`src/wsfu_pkg.sv`:
```
// Package for the WebSocket frame unmasker: payload structs, request and
// result codes, header byte values and parser phase encoding.
// No dependencies.
`timescale 1ns / 1ps

package wsfu_pkg;

  // Request codes on the input channel
  localparam logic [1:0] REQ_RX_BYTE = 2'd0;
  localparam logic [1:0] REQ_TICK    = 2'd1;
  localparam logic [1:0] REQ_OPEN    = 2'd2;

  // Result codes
  localparam logic [2:0] KIND_BYTE    = 3'd0;
  localparam logic [2:0] KIND_EMPTY   = 3'd1;
  localparam logic [2:0] KIND_PING    = 3'd2;
  localparam logic [2:0] KIND_CLOSE   = 3'd3;
  localparam logic [2:0] KIND_TIMEOUT = 3'd4;

  // Accepted frame header bytes (FIN set)
  localparam logic [7:0] HDR_TEXT  = 8'h81;
  localparam logic [7:0] HDR_PONG  = 8'h8A;
  localparam logic [7:0] HDR_CLOSE = 8'h88;

  // Configuration register indexes
  localparam int unsigned CFG_IDX_W = 1;
  localparam logic [CFG_IDX_W-1:0] REG_PING_INTERVAL = 1'd0;
  localparam logic [CFG_IDX_W-1:0] REG_PONG_MARGIN   = 1'd1;

  localparam logic [15:0] PONG_MARGIN_RST = 16'd500;

  // Result queue geometry
  localparam int unsigned OQ_DEPTH = 4;
  localparam int unsigned OQ_PTR_W = 2;
  localparam int unsigned OQ_CNT_W = 3;

  // Parser phase, one-hot
  typedef enum logic [3:0] {
    PH_IDLE = 4'b0001,
    PH_LEN  = 4'b0010,
    PH_MASK = 4'b0100,
    PH_DATA = 4'b1000
  } phase_t;

  typedef struct packed {
    logic [1:0] req_type;
    logic [7:0] rx_byte;
  } in_item_t;

  typedef struct packed {
    logic [2:0] result_kind;
    logic [7:0] data_byte;
    logic       last_flag;
  } out_item_t;

endpackage

```
`src/websocket_frame_unmasker.sv`:
```
// Top level of the WebSocket frame unmasker: frame parser, payload unmask,
// keepalive timers and a small result queue.
// Depends on wsfu_pkg.
`timescale 1ns / 1ps

// One request is taken per clock: a received byte, a millisecond tick or a
// connection-open event. Each request is parsed and its results written into a
// four-entry result queue on the edge that accepts it, and out_valid follows
// from the registered queue count. A request gives at most two results (a
// tick can give a ping request and a timeout), so in_ready drops whenever
// fewer than two queue slots are free; with out_ready held high the block
// sustains one request per cycle. Configuration writes are taken at any time
// (cfg_ready is tied high) and should only be issued while the block is idle.
module websocket_frame_unmasker
  import wsfu_pkg::*;
#(
  parameter int unsigned TIMER_BITS = 17
) (
  input  logic                 clk,
  input  logic                 rst_n,
  // request channel
  input  logic                 in_valid,
  output logic                 in_ready,
  input  in_item_t             in_data,
  // result channel
  output logic                 out_valid,
  input  logic                 out_ready,
  output out_item_t            out_data,
  // configuration write channel
  input  logic                 cfg_valid,
  output logic                 cfg_ready,
  input  logic [CFG_IDX_W-1:0] cfg_index,
  input  logic [15:0]          cfg_wdata
);

  // Configuration registers
  logic [15:0] ping_interval_r;
  logic [15:0] pong_margin_r;

  // Parser and timer state
  phase_t                phase_r, phase_nxt;
  logic                  is_close_r, is_close_nxt;
  logic [6:0]            remain_r, remain_nxt;
  logic [1:0]            mask_pos_r, mask_pos_nxt;
  logic [7:0]            mask_key_r [4];
  logic                  mask_wr;
  logic [TIMER_BITS-1:0] ping_elapsed_r, ping_elapsed_nxt;
  logic [TIMER_BITS-1:0] pong_elapsed_r, pong_elapsed_nxt;
  logic                  link_open_r, link_open_nxt;

  // Result queue
  out_item_t             oq_r [OQ_DEPTH];
  logic [OQ_PTR_W-1:0]   oq_wr_ptr_r, oq_rd_ptr_r;
  logic [OQ_CNT_W-1:0]   oq_cnt_r;

  // Request decode
  logic                  in_fire;
  logic                  out_fire;
  logic                  push0, push1;
  out_item_t             res0, res1;
  logic [7:0]            unmasked;
  logic [TIMER_BITS-1:0] ping_inc, pong_inc;
  logic [16:0]           pong_limit;

  assign in_fire   = in_valid && in_ready;
  assign out_fire  = out_valid && out_ready;
  assign in_ready  = oq_cnt_r <= OQ_CNT_W'(OQ_DEPTH - 2);
  assign cfg_ready = 1'b1;

  assign unmasked   = in_data.rx_byte ^ mask_key_r[mask_pos_r];
  assign pong_limit = {1'b0, ping_interval_r} + {1'b0, pong_margin_r};
  assign ping_inc   = (ping_elapsed_r == '1) ? ping_elapsed_r
                                             : ping_elapsed_r + TIMER_BITS'(1);
  assign pong_inc   = (pong_elapsed_r == '1) ? pong_elapsed_r
                                             : pong_elapsed_r + TIMER_BITS'(1);

  // Next-state and result logic for one request
  always_comb begin
    phase_nxt        = phase_r;
    is_close_nxt     = is_close_r;
    remain_nxt       = remain_r;
    mask_pos_nxt     = mask_pos_r;
    mask_wr          = 1'b0;
    ping_elapsed_nxt = ping_elapsed_r;
    pong_elapsed_nxt = pong_elapsed_r;
    link_open_nxt    = link_open_r;
    push0            = 1'b0;
    push1            = 1'b0;
    res0             = '0;
    res1             = '0;

    case (in_data.req_type)
      REQ_RX_BYTE: begin
        case (phase_r)
          PH_IDLE: begin
            if (in_data.rx_byte == HDR_TEXT) begin
              ping_elapsed_nxt = '0;
              pong_elapsed_nxt = '0;
              is_close_nxt     = 1'b0;
              phase_nxt        = PH_LEN;
            end else if (in_data.rx_byte == HDR_PONG) begin
              pong_elapsed_nxt = '0;
              is_close_nxt     = 1'b0;
              phase_nxt        = PH_LEN;
            end else if (in_data.rx_byte == HDR_CLOSE) begin
              is_close_nxt = 1'b1;
              phase_nxt    = PH_LEN;
            end
          end
          PH_LEN: begin
            remain_nxt   = in_data.rx_byte[6:0];
            mask_pos_nxt = 2'd0;
            phase_nxt    = PH_MASK;
          end
          PH_MASK: begin
            mask_wr      = 1'b1;
            mask_pos_nxt = mask_pos_r + 2'd1;
            if (mask_pos_r == 2'd3) begin
              if (remain_r != 7'd0) begin
                phase_nxt = PH_DATA;
              end else if (is_close_r) begin
                // empty close frame: reply at once
                phase_nxt         = PH_IDLE;
                link_open_nxt     = 1'b0;
                is_close_nxt      = 1'b0;
                push0             = 1'b1;
                res0.result_kind  = KIND_CLOSE;
              end else begin
                phase_nxt         = PH_IDLE;
                push0             = 1'b1;
                res0.result_kind  = KIND_EMPTY;
                res0.last_flag    = 1'b1;
              end
            end
          end
          PH_DATA: begin
            mask_pos_nxt = mask_pos_r + 2'd1;
            remain_nxt   = remain_r - 7'd1;
            if (is_close_r) begin
              // close payload is dropped; reply after its last byte
              if (remain_r == 7'd1) begin
                phase_nxt        = PH_IDLE;
                link_open_nxt    = 1'b0;
                is_close_nxt     = 1'b0;
                push0            = 1'b1;
                res0.result_kind = KIND_CLOSE;
              end
            end else begin
              push0            = 1'b1;
              res0.result_kind = KIND_BYTE;
              res0.data_byte   = unmasked;
              res0.last_flag   = (remain_r == 7'd1);
              if (remain_r == 7'd1) begin
                phase_nxt = PH_IDLE;
              end
            end
          end
          default: begin
            phase_nxt = PH_IDLE;
          end
        endcase
      end
      REQ_TICK: begin
        if (link_open_r) begin
          ping_elapsed_nxt = ping_inc;
          pong_elapsed_nxt = pong_inc;
          if (ping_interval_r != 16'd0) begin
            if (ping_inc > TIMER_BITS'(ping_interval_r)) begin
              ping_elapsed_nxt = '0;
              push0            = 1'b1;
              res0.result_kind = KIND_PING;
            end
            if (pong_inc > TIMER_BITS'(pong_limit)) begin
              link_open_nxt = 1'b0;
              phase_nxt     = PH_IDLE;
              is_close_nxt  = 1'b0;
              remain_nxt    = 7'd0;
              mask_pos_nxt  = 2'd0;
              // timeout follows the ping request when both fire
              if (push0) begin
                push1            = 1'b1;
                res1.result_kind = KIND_TIMEOUT;
              end else begin
                push0            = 1'b1;
                res0.result_kind = KIND_TIMEOUT;
              end
            end
          end
        end
      end
      REQ_OPEN: begin
        link_open_nxt    = 1'b1;
        ping_elapsed_nxt = '0;
        pong_elapsed_nxt = '0;
        phase_nxt        = PH_IDLE;
        is_close_nxt     = 1'b0;
        remain_nxt       = 7'd0;
        mask_pos_nxt     = 2'd0;
      end
      default: begin
        // reserved request code: no effect
      end
    endcase
  end

  // Parser and timer registers
  always_ff @(posedge clk) begin
    if (!rst_n) begin
      phase_r        <= PH_IDLE;
      is_close_r     <= 1'b0;
      remain_r       <= 7'd0;
      mask_pos_r     <= 2'd0;
      ping_elapsed_r <= '0;
      pong_elapsed_r <= '0;
      link_open_r    <= 1'b0;
    end else if (in_fire) begin
      phase_r        <= phase_nxt;
      is_close_r     <= is_close_nxt;
      remain_r       <= remain_nxt;
      mask_pos_r     <= mask_pos_nxt;
      ping_elapsed_r <= ping_elapsed_nxt;
      pong_elapsed_r <= pong_elapsed_nxt;
      link_open_r    <= link_open_nxt;
    end
  end

  // Mask key, written by the four mask bytes of each frame
  always_ff @(posedge clk) begin
    if (in_fire && mask_wr) begin
      mask_key_r[mask_pos_r] <= in_data.rx_byte;
    end
  end

  // Configuration registers
  always_ff @(posedge clk) begin
    if (!rst_n) begin
      ping_interval_r <= 16'd0;
      pong_margin_r   <= PONG_MARGIN_RST;
    end else if (cfg_valid && cfg_ready) begin
      case (cfg_index)
        REG_PING_INTERVAL: ping_interval_r <= cfg_wdata;
        REG_PONG_MARGIN:   pong_margin_r   <= cfg_wdata;
        default: ;
      endcase
    end
  end

  // Result queue: up to two writes and one read per cycle
  always_ff @(posedge clk) begin
    if (in_fire && push0) begin
      oq_r[oq_wr_ptr_r] <= res0;
    end
    if (in_fire && push1) begin
      oq_r[oq_wr_ptr_r + OQ_PTR_W'(1)] <= res1;
    end
  end

  always_ff @(posedge clk) begin
    if (!rst_n) begin
      oq_wr_ptr_r <= '0;
      oq_rd_ptr_r <= '0;
      oq_cnt_r    <= '0;
    end else begin
      oq_wr_ptr_r <= oq_wr_ptr_r + OQ_PTR_W'(in_fire && push0)
                                 + OQ_PTR_W'(in_fire && push1);
      oq_rd_ptr_r <= oq_rd_ptr_r + OQ_PTR_W'(out_fire);
      oq_cnt_r    <= oq_cnt_r + OQ_CNT_W'(in_fire && push0)
                              + OQ_CNT_W'(in_fire && push1)
                              - OQ_CNT_W'(out_fire);
    end
  end

  assign out_valid = (oq_cnt_r != '0);
  assign out_data  = oq_r[oq_rd_ptr_r];

  // Checks
  a_oq_bound: assert property (@(posedge clk) disable iff (!rst_n)
    oq_cnt_r <= OQ_CNT_W'(OQ_DEPTH))
    else $error("result queue overflow");

  a_second_needs_first: assert property (@(posedge clk) disable iff (!rst_n)
    push1 |-> push0)
    else $error("second result without a first");

  a_tick_closed_quiet: assert property (@(posedge clk) disable iff (!rst_n)
    (in_fire && in_data.req_type == REQ_TICK && !link_open_r) |-> !push0)
    else $error("result from a tick while link closed");

  a_open_clears: assert property (@(posedge clk) disable iff (!rst_n)
    (in_fire && in_data.req_type == REQ_OPEN) |=>
      (link_open_r && ping_elapsed_r == '0 && pong_elapsed_r == '0 &&
       phase_r == PH_IDLE))
    else $error("open request did not reset link state");

endmodule
```
`config.mk`:
```
export PLATFORM = sky130hd
export DESIGN_NAME = websocket_frame_unmasker
export DESIGN_NICKNAME = d
export VERILOG_FILES = /design/src/wsfu_pkg.sv /design/src/websocket_frame_unmasker.sv
export SDC_FILE = /design/constraint.sdc
export NUM_CORES = 1
export LEC_CHECK = 0
export BUFFER_PORTS_ARGS = -buffer_cell sky130_fd_sc_hd__buf_4
export CAP_MARGIN = 20
export CORE_ASPECT_RATIO = 0.7
export CORE_MARGIN = 3
export CORE_UTILIZATION = 45
export DETAILED_ROUTE_END_ITERATION = 16
export PLACE_DENSITY = 0.65
export SLEW_MARGIN = 30
export SYNTH_ARGS = -nofsm -noshare
export SYNTH_HDL_FRONTEND = slang
export SYNTH_SLANG_ARGS = --single-unit
```
`constraint.sdc`:
```
create_clock -name clk -period 5.3 [get_ports clk]
set_clock_uncertainty 0.15 [all_clocks]
set_input_delay 1.06 -clock clk [delete_from_list [all_inputs] [get_ports clk]]
set_output_delay 1.06 -clock clk [all_outputs]
set_load 0.005 [all_outputs]
```
### Word-level counts from Yosys, hierarchy flattened

Memories as Yosys holds them, arrays and structs flattened. A register that Yosys moved wholly into a read port is not among the register bits.
Cells that the tools add are included.

| word-level totals | value |
|---|---|
| register bits | 88 |
| RAM bits | 80 |
| output and inout port bits | 15 |
| logic and storage cells | 189 |
| memories kept | 2 |

| operators by class | value |
|---|---|
| add/subtract/negate cells | 12 |
| order comparisons | 3 |
| equality and inequality tests | 29 |
| mux-type cells | 109 |
| bitwise operators | 2 |
| reduce and logical (&&, ||, !) cells | 20 |

Memory list:

| name | words | bits a word | read ports | clocked after memory_dff | write ports | RTL line | RTL |
|---|---|---|---|---|---|---|---|
| oq_r | 4 | 12 | 1 | 1 | 2 | websocket_frame_unmasker.sv:52 | `out_item_t oq_r [OQ_DEPTH];` |
| mask_key_r | 4 | 8 | 1 | 1 | 1 | websocket_frame_unmasker.sv:45 | `logic [7:0] mask_key_r [4];` |

Operators by type and width:

| cell | number |
|---|---|
| 17-bit two-way mux | 11 |
| 17-bit case mux with 3 select lines | 2 |
| 1-bit two-way mux | 45 |
| 4-bit two-way mux | 9 |
| 17-bit by 1-bit adder with 17-bit output (second input constant) | 2 |
| 17-bit == test (second input constant) | 2 |
| 3-bit two-way mux | 11 |
| 8-bit == test (second input constant) | 3 |
| 7-bit two-way mux | 3 |
| 7-bit case mux with 3 select lines | 1 |
| 2-bit two-way mux | 10 |
| 9-bit two-way mux | 2 |
| 3-bit != test (second input constant) | 6 |
| 16-bit by 16-bit adder with 17-bit output | 1 |
| 17-bit by 16-bit > comparator with 1-bit output | 1 |
| 17-bit > comparator | 1 |
| 4-bit case mux with 4 select lines | 1 |
| 8-bit AND reduction | 2 |
| 16-bit nonzero test | 1 |
| 7-bit case mux with 2 select lines | 1 |
| 3-bit case mux with 2 select lines | 2 |
| 4-bit case mux with 3 select lines | 1 |
| 6-bit AND reduction | 2 |
| 5-bit AND reduction | 2 |
| 33 further kinds | 53 |

### Longest topological paths before layout

| depth | value |
|---|---|
| depth after elaboration | 15 |
| depth in mapped cells | 23 |

### Worst setup path after synthesis

No wires, ideal clock.

| timing | value |
|---|---|
| path kind | reg2reg |
| start point | register ping_interval_r[0] |
| end point | register oq_cnt_r[2] |
| library setup time | 0.128 ns |
| arrival time | 4.977 ns |
| setup slack | 0.046 ns |
| cell stages (with the launch flop) | 22 |
| clock period less this slack | 5.254 ns |
| cells stage by stage | dfxtp_1 > ha_1 > fa_1 > a21oi_1 > o211a_1 > nor3_1 > or3_1 > xnor2_1 > ha_1 > and4_1 > a2111oi_2 > o31ai_1 > or3_1 > buf_6 > a2111o_4 > nand2_1 > ha_1 > inv_1 > fa_1 > fa_1 > xor2_1 > nor2_1 |

| between the ends | value |
|---|---|
| cells in the longest elaborated chain, start to end | 13 |
| elaborated cells on any way between the ends | 22 |

RTL lines:

| element | RTL line | RTL |
|---|---|---|
| from (decl) | websocket_frame_unmasker.sv:37 | `logic [15:0] ping_interval_r;` |
| from (signal assigned) | websocket_frame_unmasker.sv:241 | `REG_PING_INTERVAL: ping_interval_r <= cfg_wdata;` |
| parallel branches: the longest is 11 deep, another holds 16-bit by 16-bit adder with 17-bit output | n/a |  |
| 3-bit by 1-bit adder with 3-bit output * | websocket_frame_unmasker.sv:268 | `+ OQ_CNT_W'(in_fire && push1)` |
| 3-bit by 1-bit subtractor with 3-bit output * | websocket_frame_unmasker.sv:269 | `- OQ_CNT_W'(out_fire);` |
| to (signal assigned) | websocket_frame_unmasker.sv:267 | `oq_cnt_r <= oq_cnt_r + OQ_CNT_W'(in_fire && push0)` |
| to (decl) | websocket_frame_unmasker.sv:54 | `logic [OQ_CNT_W-1:0] oq_cnt_r;` |

Every way passes the cells marked *. The select of a mux whose other input is x is not followed.
A chain may end at the register's enable or synchronous reset.

### Worst setup path in the final report

| timing | value |
|---|---|
| start point | register ping_interval_r[1] |
| end point | register oq_cnt_r[1] |

The elaborated chain is that of the path after synthesis.

==> flow_summary.yaml <==
run_status:
  status: "completed"
place:
  place.detailed.hpwl_um: 19100
  cell_count_after_placement: 1462
  buffer_ports.inserted: 45
  dp_slack_ps: 26.8
  gp_congestion: 0.935
  placed_cell_area_um2: 11000
synthesis:
  postSynthAreaPerCell_um2: 9.00
  synth_flop_cell: "sky130_fd_sc_hd__dfxtp_1"
  ys_seq_area_share_pct: 36.5
  flip_flop_and_latch_count_after_synthesis: 170
  yosysWarnings: 0
  synthArstFlopShare_pct: 0
  synth_enable_flop_cells: 36
  number_of_distinct_library_cell_variants_in_the_gate_level_netlist_after_synthesis: 74
  syn-instance-count: 1147
  postSynthNetCount: 1247
  synth_area_um2: 10300
routing:
  routed-wl-met2_um: 11000
  dr_wl_met3_um: 1970
  avgRoutedWirePerCell_um: 17.9
  drt_drc_violations_left: 0
  drt-initial-drc-count: 791
  vias: 8687
  drtPass1Iterations: 5
  wl_met1_um: 13600
  topRoutingLayerUsed: "met4"
  wirelength_um: 26800
  route.antenna.remaining_nets: 0
  via_per_inst: 5.80
sta:
  maxClockFrequency_ghz: 0.194
  hold_ws_ps: 308
  final.period_utilization_pct: 97.2
  setup_viol: 0
  number_of_pins_exceeding_their_max_slew_limit_in_the_final_report: 0
  max-slew-margin-rel_pct: 33.3
  timing.final.hold_violations: 0
  finalWorstPathRequiredPeriod_ps: 5150
  tightest_slew_ps: 997
  postLayoutSetupSlackWorst_ps: 146
grt:
  number_of_antenna_violations_at_the_first_check_in_global_routing: 0
  largest_net_degree_at_the_start_of_global_routing: 65
  overflow: 0
  number_of_global_route_vias_before_repair: 7880
  globalRouteTotalUtil_pct: 21.5
  grt_pass1_wl_um: 42800
finish:
  fillCellCount: 2024
  stdcell_count: 1497
  post_route_cells_drive_above_1_share_pct: 14.0
  antenna-diode-count: 0
  final_nets: 1279
  area_delta_synth_final_pct: 12.8
  final_cell_area_um2: 11600
die:
  initial_core_util_pct: 46.6
  dieArea_um2: 24800
  die_ht_um: 133
  rows: 45
  core-area_um2: 22100
  boundaryPins: 47
  die_width_um: 187
power:
  power.density_nw_per_um2: 278
  total_leakage_power_uw: 0.00469
  peakVddDrop_v: 0.000277
  total_power_uw: 3240
clock_network:
  cts.clk_slew.worst_paths_ps: 70
  tritoncts.num_buffers: 17
  clock_latency_ps: 440
  numClockSinks: 170
  cts-root-buf: "sky130_fd_sc_hd__clkbuf_16"
  tritoncts: "done"
  cts_max_path_buffers: 2
  cts-htree-levels: 4
worst_setup_path:
  endpoint_kind: "flop"
  cp_data_arrival_time_ps: 5390
  critical_path_fanouts_max: 3
  crit_required_ps: 5540
  cp-start-kind: "flop"
  cp_class: "flop to flop"
hold_path:
  worst_min_delay_path_category: "flop to flop"
run:
  cap_violations: 0
-- flip-flops by register name, summed over array words and instances, names as in the netlist, named ones only --
name	count
ping_elapsed_r	17
link_open_r	1
ping_interval_r	16
phase_r	4
mask_pos_r	2
mask_key_r	32
oq_rd_ptr_r	2
oq_cnt_r	3
is_close_r	1
oq_wr_ptr_r	2
oq_r	48
remain_r	7
pong_elapsed_r	17
pong_margin_r	16
-- report_power, final --
group | internal, µW | leakage [µW] | total, µW | switching, µW
Sequential | 1350 | 0.00140 | 1420 | 63.8
Combinational | 232 | 0.00301 | 565 | 333
Clock | 709 | 0.000274 | 1260 | 548
Total | 2290 | 0.00469 | 3240 | 944
-- critical path, cell delays in order, from the launching register on --
cell                       delay, ps
sky130_fd_sc_hd__dfxtp_1         320
sky130_fd_sc_hd__ha_1            320
sky130_fd_sc_hd__a211oi_2        200
sky130_fd_sc_hd__o21bai_1        120
sky130_fd_sc_hd__o311a_1         320
sky130_fd_sc_hd__nor3_2          190
sky130_fd_sc_hd__buf_4           140
sky130_fd_sc_hd__nor3_1           60
sky130_fd_sc_hd__nor4_1          270
sky130_fd_sc_hd__nor4b_2         100
sky130_fd_sc_hd__ha_1            340
sky130_fd_sc_hd__a21o_1          160
sky130_fd_sc_hd__a21oi_1         140
sky130_fd_sc_hd__o31ai_1          80
sky130_fd_sc_hd__or3_1           420
sky130_fd_sc_hd__a2111o_4        520
sky130_fd_sc_hd__nand2_2          80
sky130_fd_sc_hd__ha_1            120
sky130_fd_sc_hd__inv_1            50
sky130_fd_sc_hd__fa_2            350
sky130_fd_sc_hd__fa_2            520
sky130_fd_sc_hd__and2_1          110
-- cell type report --
type | count | area (µm²) | share of cell area [%]
well taps | 305 | 382 | 3.28
repair buffers | 75 | 563 | 4.83
clock buffers | 19 | 443 | 3.80
clock inverters | 13 | 140 | 1.20
inverters | 57 | 214 | 1.84
flip-flops and latches | 170 | 3760 | 32.3
multi-input cells | 858 | 6140 | 52.7
-- cell families (layout without fill, tap and decap cells) --
group / Yosys count / count (layout) / synth area share, %
mux: 72 / 72 / 9.43
xor+xnor: 58 / 58 / 4.92
compound gates: 266 / 266 / 16.1
buf+inv: 119 / 164 / 4.98
fa+ha+maj: 68 / 68 / 8.53
simple gates: 393 / 393 / 19.5
other cells: 1 / 1 / 0.0363
flops: 170 / 170 / 36.5
-- routing by layer --
layer | vias to the layer above | global-route usage (%)
met4 | 0 | 4.66
met5 | - | 0
li1 | 4252 | -
met2 | 258 | 29.4
met1 | 4155 | 33.9
met3 | 22 | 4.87
-- per-stage QoR --
stage                     utilization (%)  setup TNS [ps]
after floorplan                         -               0
after global placement               49.5               0
after detailed placement             49.5               0
after CTS                            52.2               0
after global routing                 52.6           -37.9
final                                52.6               0
-- worst paths after layout --
check / startpoint / endpoint / slack [ps] / cells after the start
worst max-delay path: ping_interval_r[1] / oq_cnt_r[1] / 150 / 21
worst min-delay path: oq_r[3][3] / oq_r[3][3] / 310 / 2
worst max register to register: ping_interval_r[1] / oq_cnt_r[1] / 150 / 21
worst min register to register: oq_r[3][3] / oq_r[3][3] / 310 / 2
-- what timing repair did --
item                                    in CTS  in global routing
resized for setup                            0                 20
hold buffers                                 0                  0
setup buffers                                0                  3
endpoints found under the hold margin        0                  0
endpoints found under the setup margin       0                 16
-- cell usage after synthesis, drive strengths merged (5+ instances only) --
library cell / instances / area share, %
o22ai: 5 / 0.30
nand3: 33 / 1.7
nor3: 30 / 1.5
ha: 64 / 7.8
and4: 7 / 0.59
o211ai: 5 / 0.36
a32o: 12 / 1.2
o21a: 5 / 0.36
edfxtp: 36 / 10
or3: 14 / 0.85
nor3b: 7 / 0.51
nand4: 24 / 1.7
and3: 14 / 0.85
or4: 9 / 0.65
mux2i: 50 / 4.8
nand2: 143 / 5.2
and2: 9 / 0.55
a211oi: 6 / 0.44
buf: 12 / 1.1
nor2: 54 / 2.0
nor4: 14 / 0.85
clkbuf: 50 / 1.8
xnor2: 39 / 3.3
dfxtp: 134 / 26
a21o: 13 / 0.95
nor2b: 8 / 0.48
o21ai: 95 / 4.6
inv: 57 / 2.1
a21oi: 79 / 3.9
mux4: 20 / 4.4
nand2b: 12 / 0.73
o31ai: 5 / 0.36
xor2: 19 / 1.6
-- layout by cell type (no fill, tap or decap), types with 19 or more instances in the layout --
master	n
sky130_fd_sc_hd__nand2_1	142
sky130_fd_sc_hd__nor2_1	53
sky130_fd_sc_hd__inv_1	56
sky130_fd_sc_hd__edfxtp_1	36
sky130_fd_sc_hd__xor2_1	19
sky130_fd_sc_hd__mux4_2	20
sky130_fd_sc_hd__a21oi_1	77
sky130_fd_sc_hd__dfxtp_1	134
sky130_fd_sc_hd__mux2i_1	50
sky130_fd_sc_hd__o21ai_0	91
sky130_fd_sc_hd__nand3_1	32
sky130_fd_sc_hd__nor3_1	27
sky130_fd_sc_hd__nand4_1	22
sky130_fd_sc_hd__xnor2_1	38
sky130_fd_sc_hd__buf_4	75
sky130_fd_sc_hd__ha_1	63
No activity file was read; power rests on OpenSTA's default activity.
